<file path="config.mk">
export PLATFORM = sky130hd
export DESIGN_NAME = sss_control
export DESIGN_NICKNAME = d
export VERILOG_FILES = /design/src/hw/rtl/sss_pkg.sv /design/src/hw/rtl/sss_control.sv
export SDC_FILE = /design/constraint.sdc
export NUM_CORES = 1
export LEC_CHECK = 0
export BUFFER_PORTS_ARGS = -buffer_cell sky130_fd_sc_hd__buf_2
export CAP_MARGIN = 20
export CORE_AREA = 2 2 39 41
export CTS_CLUSTER_SIZE = 10
export DETAILED_ROUTE_END_ITERATION = 10
export DIE_AREA = 0 0 41 43
export GPL_TIMING_DRIVEN = 0
export PLACE_DENSITY = 0.56
export SLEW_MARGIN = 10
export SYNTH_ARGS = -nofsm -noshare
export SYNTH_HDL_FRONTEND = slang
export SYNTH_SLANG_ARGS = --single-unit
export TNS_END_PERCENT = 20
</file>
<file path="constraint.sdc">
create_clock -name clock -period 1.6 [get_ports clock]
set_input_delay 0.08 -clock clock [delete_from_list [all_inputs] [get_ports clock]]
set_output_delay 0.08 -clock clock [all_outputs]
set_load 0.01 [all_outputs]
</file>
<file path="src/hw/rtl/sss_pkg.sv">
// Package: shared constants, types and command/status structs for set statistics.
package sss_pkg;

   localparam int MAX_SAMPLES = 1024;
   localparam int ADDR_W      = $clog2(MAX_SAMPLES);
   localparam int CNT_W       = $clog2(MAX_SAMPLES + 1);
   localparam int SUM_W       = 32 + CNT_W;
   localparam int OUT_CNT_W   = 11;
   localparam int DIV_STEPS   = SUM_W;
   localparam int DIV_CNT_W   = $clog2(DIV_STEPS + 1);

   typedef enum logic [3:0] {
      ST_LOAD,
      ST_SORT_RD_A,
      ST_SORT_RD_B,
      ST_SORT_CMP,
      ST_SORT_WR_B,
      ST_MED_RD,
      ST_MED_WAIT,
      ST_DIV,
      ST_OUT
   } state_type;

   typedef struct packed {
      logic take_sample;   // accept one sample transaction
      logic pass_init;     // start a new sort pass
      logic pass_next;     // advance pair index
      logic rd_a;          // capture element at pair index
      logic rd_b;          // read element at pair index + 1
      logic cmp_wr_a;      // compare and write low element if swapped
      logic wr_b;          // write high element if swapped
      logic med_rd;        // read median address
      logic med_cap;       // capture median and start divider
      logic div_step;      // one restoring divide step
      logic set_clear;     // clear set state after result
   } cmd_type;

   typedef struct packed {
      logic pair_none;     // pair at current index falls outside the set
      logic pair_last;     // no further pair in this pass
      logic pass_last;     // final pass done
      logic div_done;      // divider finished
   } status_type;

endpackage

</file>
<file path="src/hw/rtl/sss_control.sv">
// Controller: sequences load, sort passes, median read and division.
module sss_control (
   input  logic                clock,
   input  logic                reset,
   input  logic                req_tvalid,
   output logic                req_tready,
   input  logic                req_tlast,
   output logic                rsp_tvalid,
   input  logic                rsp_tready,
   input  sss_pkg::status_type status,
   output sss_pkg::cmd_type    cmd
);

   sss_pkg::state_type state_ff, state_in;

   always_ff @(posedge clock) begin
      if (reset) begin
         state_ff <= sss_pkg::ST_LOAD;
      end else begin
         state_ff <= state_in;
      end
   end

   always_comb begin
      state_in   = state_ff;
      cmd        = '0;
      req_tready = 1'b0;
      rsp_tvalid = 1'b0;
      unique case (state_ff)
         sss_pkg::ST_LOAD: begin
            req_tready = 1'b1;
            if (req_tvalid) begin
               cmd.take_sample = 1'b1;
               if (req_tlast) begin
                  cmd.pass_init = 1'b1;
                  state_in      = sss_pkg::ST_SORT_RD_A;
               end
            end
         end
         sss_pkg::ST_SORT_RD_A: begin
            // idx points at low element; memory read issued here
            if (status.pass_last) begin
               state_in = sss_pkg::ST_MED_RD;
            end else if (status.pair_none) begin
               // skip a pass start with no pair inside the set
               cmd.pass_next = 1'b1;
            end else begin
               state_in = sss_pkg::ST_SORT_RD_B;
            end
         end
         sss_pkg::ST_SORT_RD_B: begin
            cmd.rd_a = 1'b1;
            cmd.rd_b = 1'b1;
            state_in = sss_pkg::ST_SORT_CMP;
         end
         sss_pkg::ST_SORT_CMP: begin
            cmd.cmp_wr_a = 1'b1;
            state_in     = sss_pkg::ST_SORT_WR_B;
         end
         sss_pkg::ST_SORT_WR_B: begin
            cmd.wr_b      = 1'b1;
            cmd.pass_next = 1'b1;
            state_in      = sss_pkg::ST_SORT_RD_A;
         end
         sss_pkg::ST_MED_RD: begin
            cmd.med_rd = 1'b1;
            state_in   = sss_pkg::ST_MED_WAIT;
         end
         sss_pkg::ST_MED_WAIT: begin
            cmd.med_cap = 1'b1;
            state_in    = sss_pkg::ST_DIV;
         end
         sss_pkg::ST_DIV: begin
            if (status.div_done) begin
               state_in = sss_pkg::ST_OUT;
            end else begin
               cmd.div_step = 1'b1;
            end
         end
         sss_pkg::ST_OUT: begin
            rsp_tvalid = 1'b1;
            if (rsp_tready) begin
               cmd.set_clear = 1'b1;
               state_in      = sss_pkg::ST_LOAD;
            end
         end
         default: state_in = sss_pkg::ST_LOAD;
      endcase
   end

endmodule

</file>
==> Word level (Yosys, flattened, before mapping) <==
Index checks and enable logic that the tools add are counted.
{ "totals": {"regBits": 4, "latch_bits": 0, "ram_bits": 0, "mem_bits_ro": 0, "input_bits": 9, "output_inout_bits": 13, "elab_cells": 40, "memories": 0} }
{ "op_classes": {"addsub": 0, "multipliers": 0, "div_mod_pow": 0, "order_cmp": 0, "eq_ne": 13, "n_shift": 0, "mux": 24, "bitwise_logic": 0, "reduce_logical": 2} }
{ "op_table": {"columns": ["cell", "count"], "rows": [
  ["4-bit case mux with 9 select lines", 1],
  ["4-bit 2-to-1 mux", 6],
  ["4-bit by 3-bit == test with 1-bit output, second input constant", 4],
  ["1-bit 2-to-1 mux", 13],
  ["4-bit by 2-bit == test with 1-bit output, second input constant", 2],
  ["2-bit inequality test, second input constant", 4],
  ["2-bit 2-to-1 mux", 3],
  ["5-bit AND reduction", 1],
  ["4-bit by 1-bit == test with 1-bit output, second input constant", 1],
  ["4-bit == test, second input constant", 1],
  ["4-bit zero test", 1],
  ["3-bit inequality test, second input constant", 1],
  ["1-bit case mux with 2 select lines", 1]
]} }

==> Longest topological paths before layout <==
{ "depth": {"word_depth": 3, "depth_mapped": 5, "ltp_nobuf": 4} }

==> Worst setup path after synthesis <==
Ideal clock, no wire load.
{ "synth_path": {"kind": "register to register", "startpoint": "register state_ff[3]", "endpoint": "register state_ff[2]", "setup_ps": 73, "arrival_time_ps": 1130, "t_required_ps": 1527, "path_slack_ps": 397, "stages_incl_launch_ff": 6, "synth_period_minus_slack_ps": 1203, "path_cell_list": "dfxtp_1 buf_6 nor4_4 nand2_1 o2111a_1 nor3_2"} }
{ "synth_via": {"elab_chain_len": 3, "elab_cells_between_ends": 16} }
{ "synth_lines": {"columns": ["item", "line", "text"], "rows": [
  ["start: declaration", "sss_control.sv:14", "sss_pkg::state_type state_ff, state_in;"],
  ["start signal: assignment", "sss_control.sv:18", "state_ff <= sss_pkg::ST_LOAD;"],
  ["start signal: assignment", "sss_control.sv:20", "state_ff <= state_in;"],
  ["4-bit by 1-bit == test with 1-bit output (tied with other cells)", "sss_control.sv:29", "unique case (state_ff)"],
  ["3-bit inequality test (no line) or 2-bit inequality test (tied branches)", null, null],
  ["5-bit AND reduction (no line)", null, null]
]} }
Several ways; a longest one is shown, not always the timed one.
A chain may end at the register's enable or synchronous reset.

==> flow_summary_export.csv <==
group,metric,value,unit
critical_path,worstPathMaxFanout,10,
floorplan,num_rows,14,
timing,setup_ws,0.09339,ns
synth,syn_inst,55,
critical_path,max_stage_delay,0.43,ns
synth,yosysWarnings,0,
synth,syn_avg_cell_area,7.644,um2
route,route.detailed.drc,0,
cts,cts_sinks,4,
global_routing,grt_pass1_vias,353,
critical_path,crit_type,"reg2out",
floorplan,die_height,43,um
layout,syn_to_final_growth,34.23,%
global_routing,grt-ovfl-total,0,
global_routing,grt_pass1_wl,1.573,mm
timing,rsz0062_at_grt,"false",
layout,stdcell_count,94,
cts,path_clk_slew,0.04,ns
placement,place_area,540.5,um2
power_and_ir_drop,peakVddDrop,394.7,uV
min_path,hold_class,"in2reg",
floorplan,core-area,1384,um2
synth,yosysSeqAreaShare,19.05,%
cts,cts.path.max_buffers,2,
placement,placed_cells,91,
route,drt-initial-drc-count,12,
global_routing,grt_usage,13.34,%
layout,n_fill_cell,157,
timing,tightest_slew,0.3180,ns
critical_path,endpoint_kind,"primary output",
floorplan,start_util,30.38,%
layout,fin_area,564.3,um2
power_and_ir_drop,leakage,0.2828,nW
critical_path,critPathSlowestCell,"dfxtp_1",
critical_path,arrival,1.43,ns
layout,final_nets,89,
global_routing,grt_max_degree,11,
placement,io_buffers,20,
placement,place_ws,0.2918,ns
synth,yosys.area.top_type_share,19.05,%
timing,max_slew_margin,78.77,%
critical_path,path_cells,"buf_6 -> nand2_1 -> or3_1 -> inv_1 -> buf_2",
layout,largest_reg_flops,4,
cts,cts_tree,"built",
layout,postLayoutCoreUtil,40.78,%
layout,drive_gt1_share,42.31,%
floorplan,die_w,41,um
placement,place_congestion,0.8067,
layout,top_regs,"state_ff (4)",
cts,cts_max_level,1,
timing,tns,0,ns
route,wirelength,1.072,mm
synth,synth_cell_type_count,26,
layout,regArea,81.33,um2
layout,diodes,0,
route,ant_nets,0,
layout,largest_register,"state_ff",
cts,root_buffer,"clkbuf_4",
synth,synth_nets,64,
timing,finalMaxSlewViolations,0,
layout,multiInputGateArea,272.8,um2
synth,synth.area.top_cells,"dfxtp_1 19%, buf_6 11%, nand3_1 6.0%",
timing,post-route-period-util,94.16,%
critical_path,cp-start-kind,"flip-flop",
timing,setup_violations,0,
timing,fmax,0.6637,GHz
status,status,"finished, final reports clean",
route,vias,479,
global_routing,antenna_found_initial,0,
timing,hold_violations,0,
synth,syn_area,420.4,um2
timing,clock_skew,0.003887,ns
power_and_ir_drop,power_density,748.5,nW/um2
timing,post-route-min-period,1.507,ns
floorplan,dieArea,1763,um2
cts,clk_latency,0.24,ns
synth,yosysTopAreaCell,"dfxtp_1",
route,first_pass_iters,4,
synth,ys_ff_latch,4,
run,drv_cap,0,
critical_path,crit_required,1.52,ns
route,wl_per_cell,11.40,um
floorplan,pin_count,22,
cts,numCtsBuffers,3,
route,vias_per_cell,5.096,
placement,dp_hpwl,824.8,um
metal layers:
| layer | track usage (%) | up-vias | wire (um) |
|---|---|---|---|
| met5 | 0 | - | 0 |
| met4 | 4.000 | 0 | 9 |
| met3 | 6.283 | 3 | 97 |
| met2 | 17.81 | 22 | 482 |
| met1 | 18.59 | 210 | 482 |
| li1 | - | 244 | - |
kinds of logic after synthesis:
kind of cell / count (synthesis) / synth area share [%]
mux: 1 / 2.381
flops: 4 / 19.05
compound gates: 8 / 12.80
simple gates: 33 / 49.70
buf+inv: 9 / 16.07
cell usage in the layout, fill, tap and decap left out:
master,n
nor2_1,6
inv_1,4
nand2b_1,2
nand2_1,3
buf_6,4
nor3_2,1
o2111ai_1,1
nor3_1,4
buf_4,1
a31oi_1,1
nand4_1,1
nand2b_4,1
o2111a_1,1
or3_1,1
mux2i_1,1
and3_1,3
buf_2,20
a21oi_1,4
and2_1,1
or2_1,1
nor2b_1,1
nor4b_2,1
dfxtp_1,3
dfxtp_2,1
o31ai_1,1
nor3b_1,1
nand3_1,5
nor4_4,1
clkbuf_4,3
area by class of cell:
cell class                      count  share of cell area, %
Sequential cell                     4                  14.41
Tap cell                           16                  3.548
Multi-Input combinational cell     42                  48.34
Timing Repair Buffer               20                  17.74
Clock buffer                        3                  3.991
Inverter                            4                  2.661
Buffer                              5                  9.313
synthesized netlist by cell type:
cell and number:
mux2i_1 1, nand2b_4 1, a31oi_1 1, nor3_2 1, nand4_1 1, or3_1 1
o2111ai_1 1, o31ai_1 1, nor4_4 1, nor2b_1 1, buf_4 1, nor3b_1 1
nand2b_1 2, and2_1 1, nand2_1 3, nor3_1 4, and3_1 3, a21oi_1 4
dfxtp_1 4, o2111a_1 1, or2_1 1, nor2_1 6, nor4b_2 1, nand3_1 5
buf_6 4, inv_1 4
through the flow:
step / hold slack [ns] / power, mW
global placement: 0.3131 / 0.2959
global route: 0.06808 / 0.4550
floorplan: 0.1491 / 0.2446
detailed placement: 0.3178 / 0.2950
finish: 0.05954 / 0.4224
CTS: 0.06091 / 0.4295
critical path, delay by kind of cell (launching register included):
kind / cells / cell delay (ns)
buf+inv: 3 / 0.35
flops: 1 / 0.43
simple gates: 2 / 0.40
report_power, final:
group / internal [mW] / switching (mW)
logic: 0.0828 / 0.0868
registers: 0.109 / 0.0162
clock network: 0.0840 / 0.0436
final timing paths:
kind                              endpoint  cells after the start  slack [ns]                startpoint
hold / removal    state_ff[2]$_SDFFE_PP0P_                      2        0.06                     reset
setup / recovery                    cmd[1]                      5        0.09  state_ff[0]$_SDFFE_PP0P_
hold reg to reg   state_ff[1]$_SDFFE_PP0P_                      4        0.71  state_ff[3]$_SDFFE_PP0P_
setup reg to reg  state_ff[2]$_SDFFE_PP0P_                      5        0.29  state_ff[0]$_SDFFE_PP0P_
timing repair:
action	4_1_cts	5_1_grt
endpoints found under the setup margin	0	1
buffers inserted	0	0
hold buffers	0	0
gates resized for setup	0	1
Note: power is estimated with default switching activity, not from simulation.
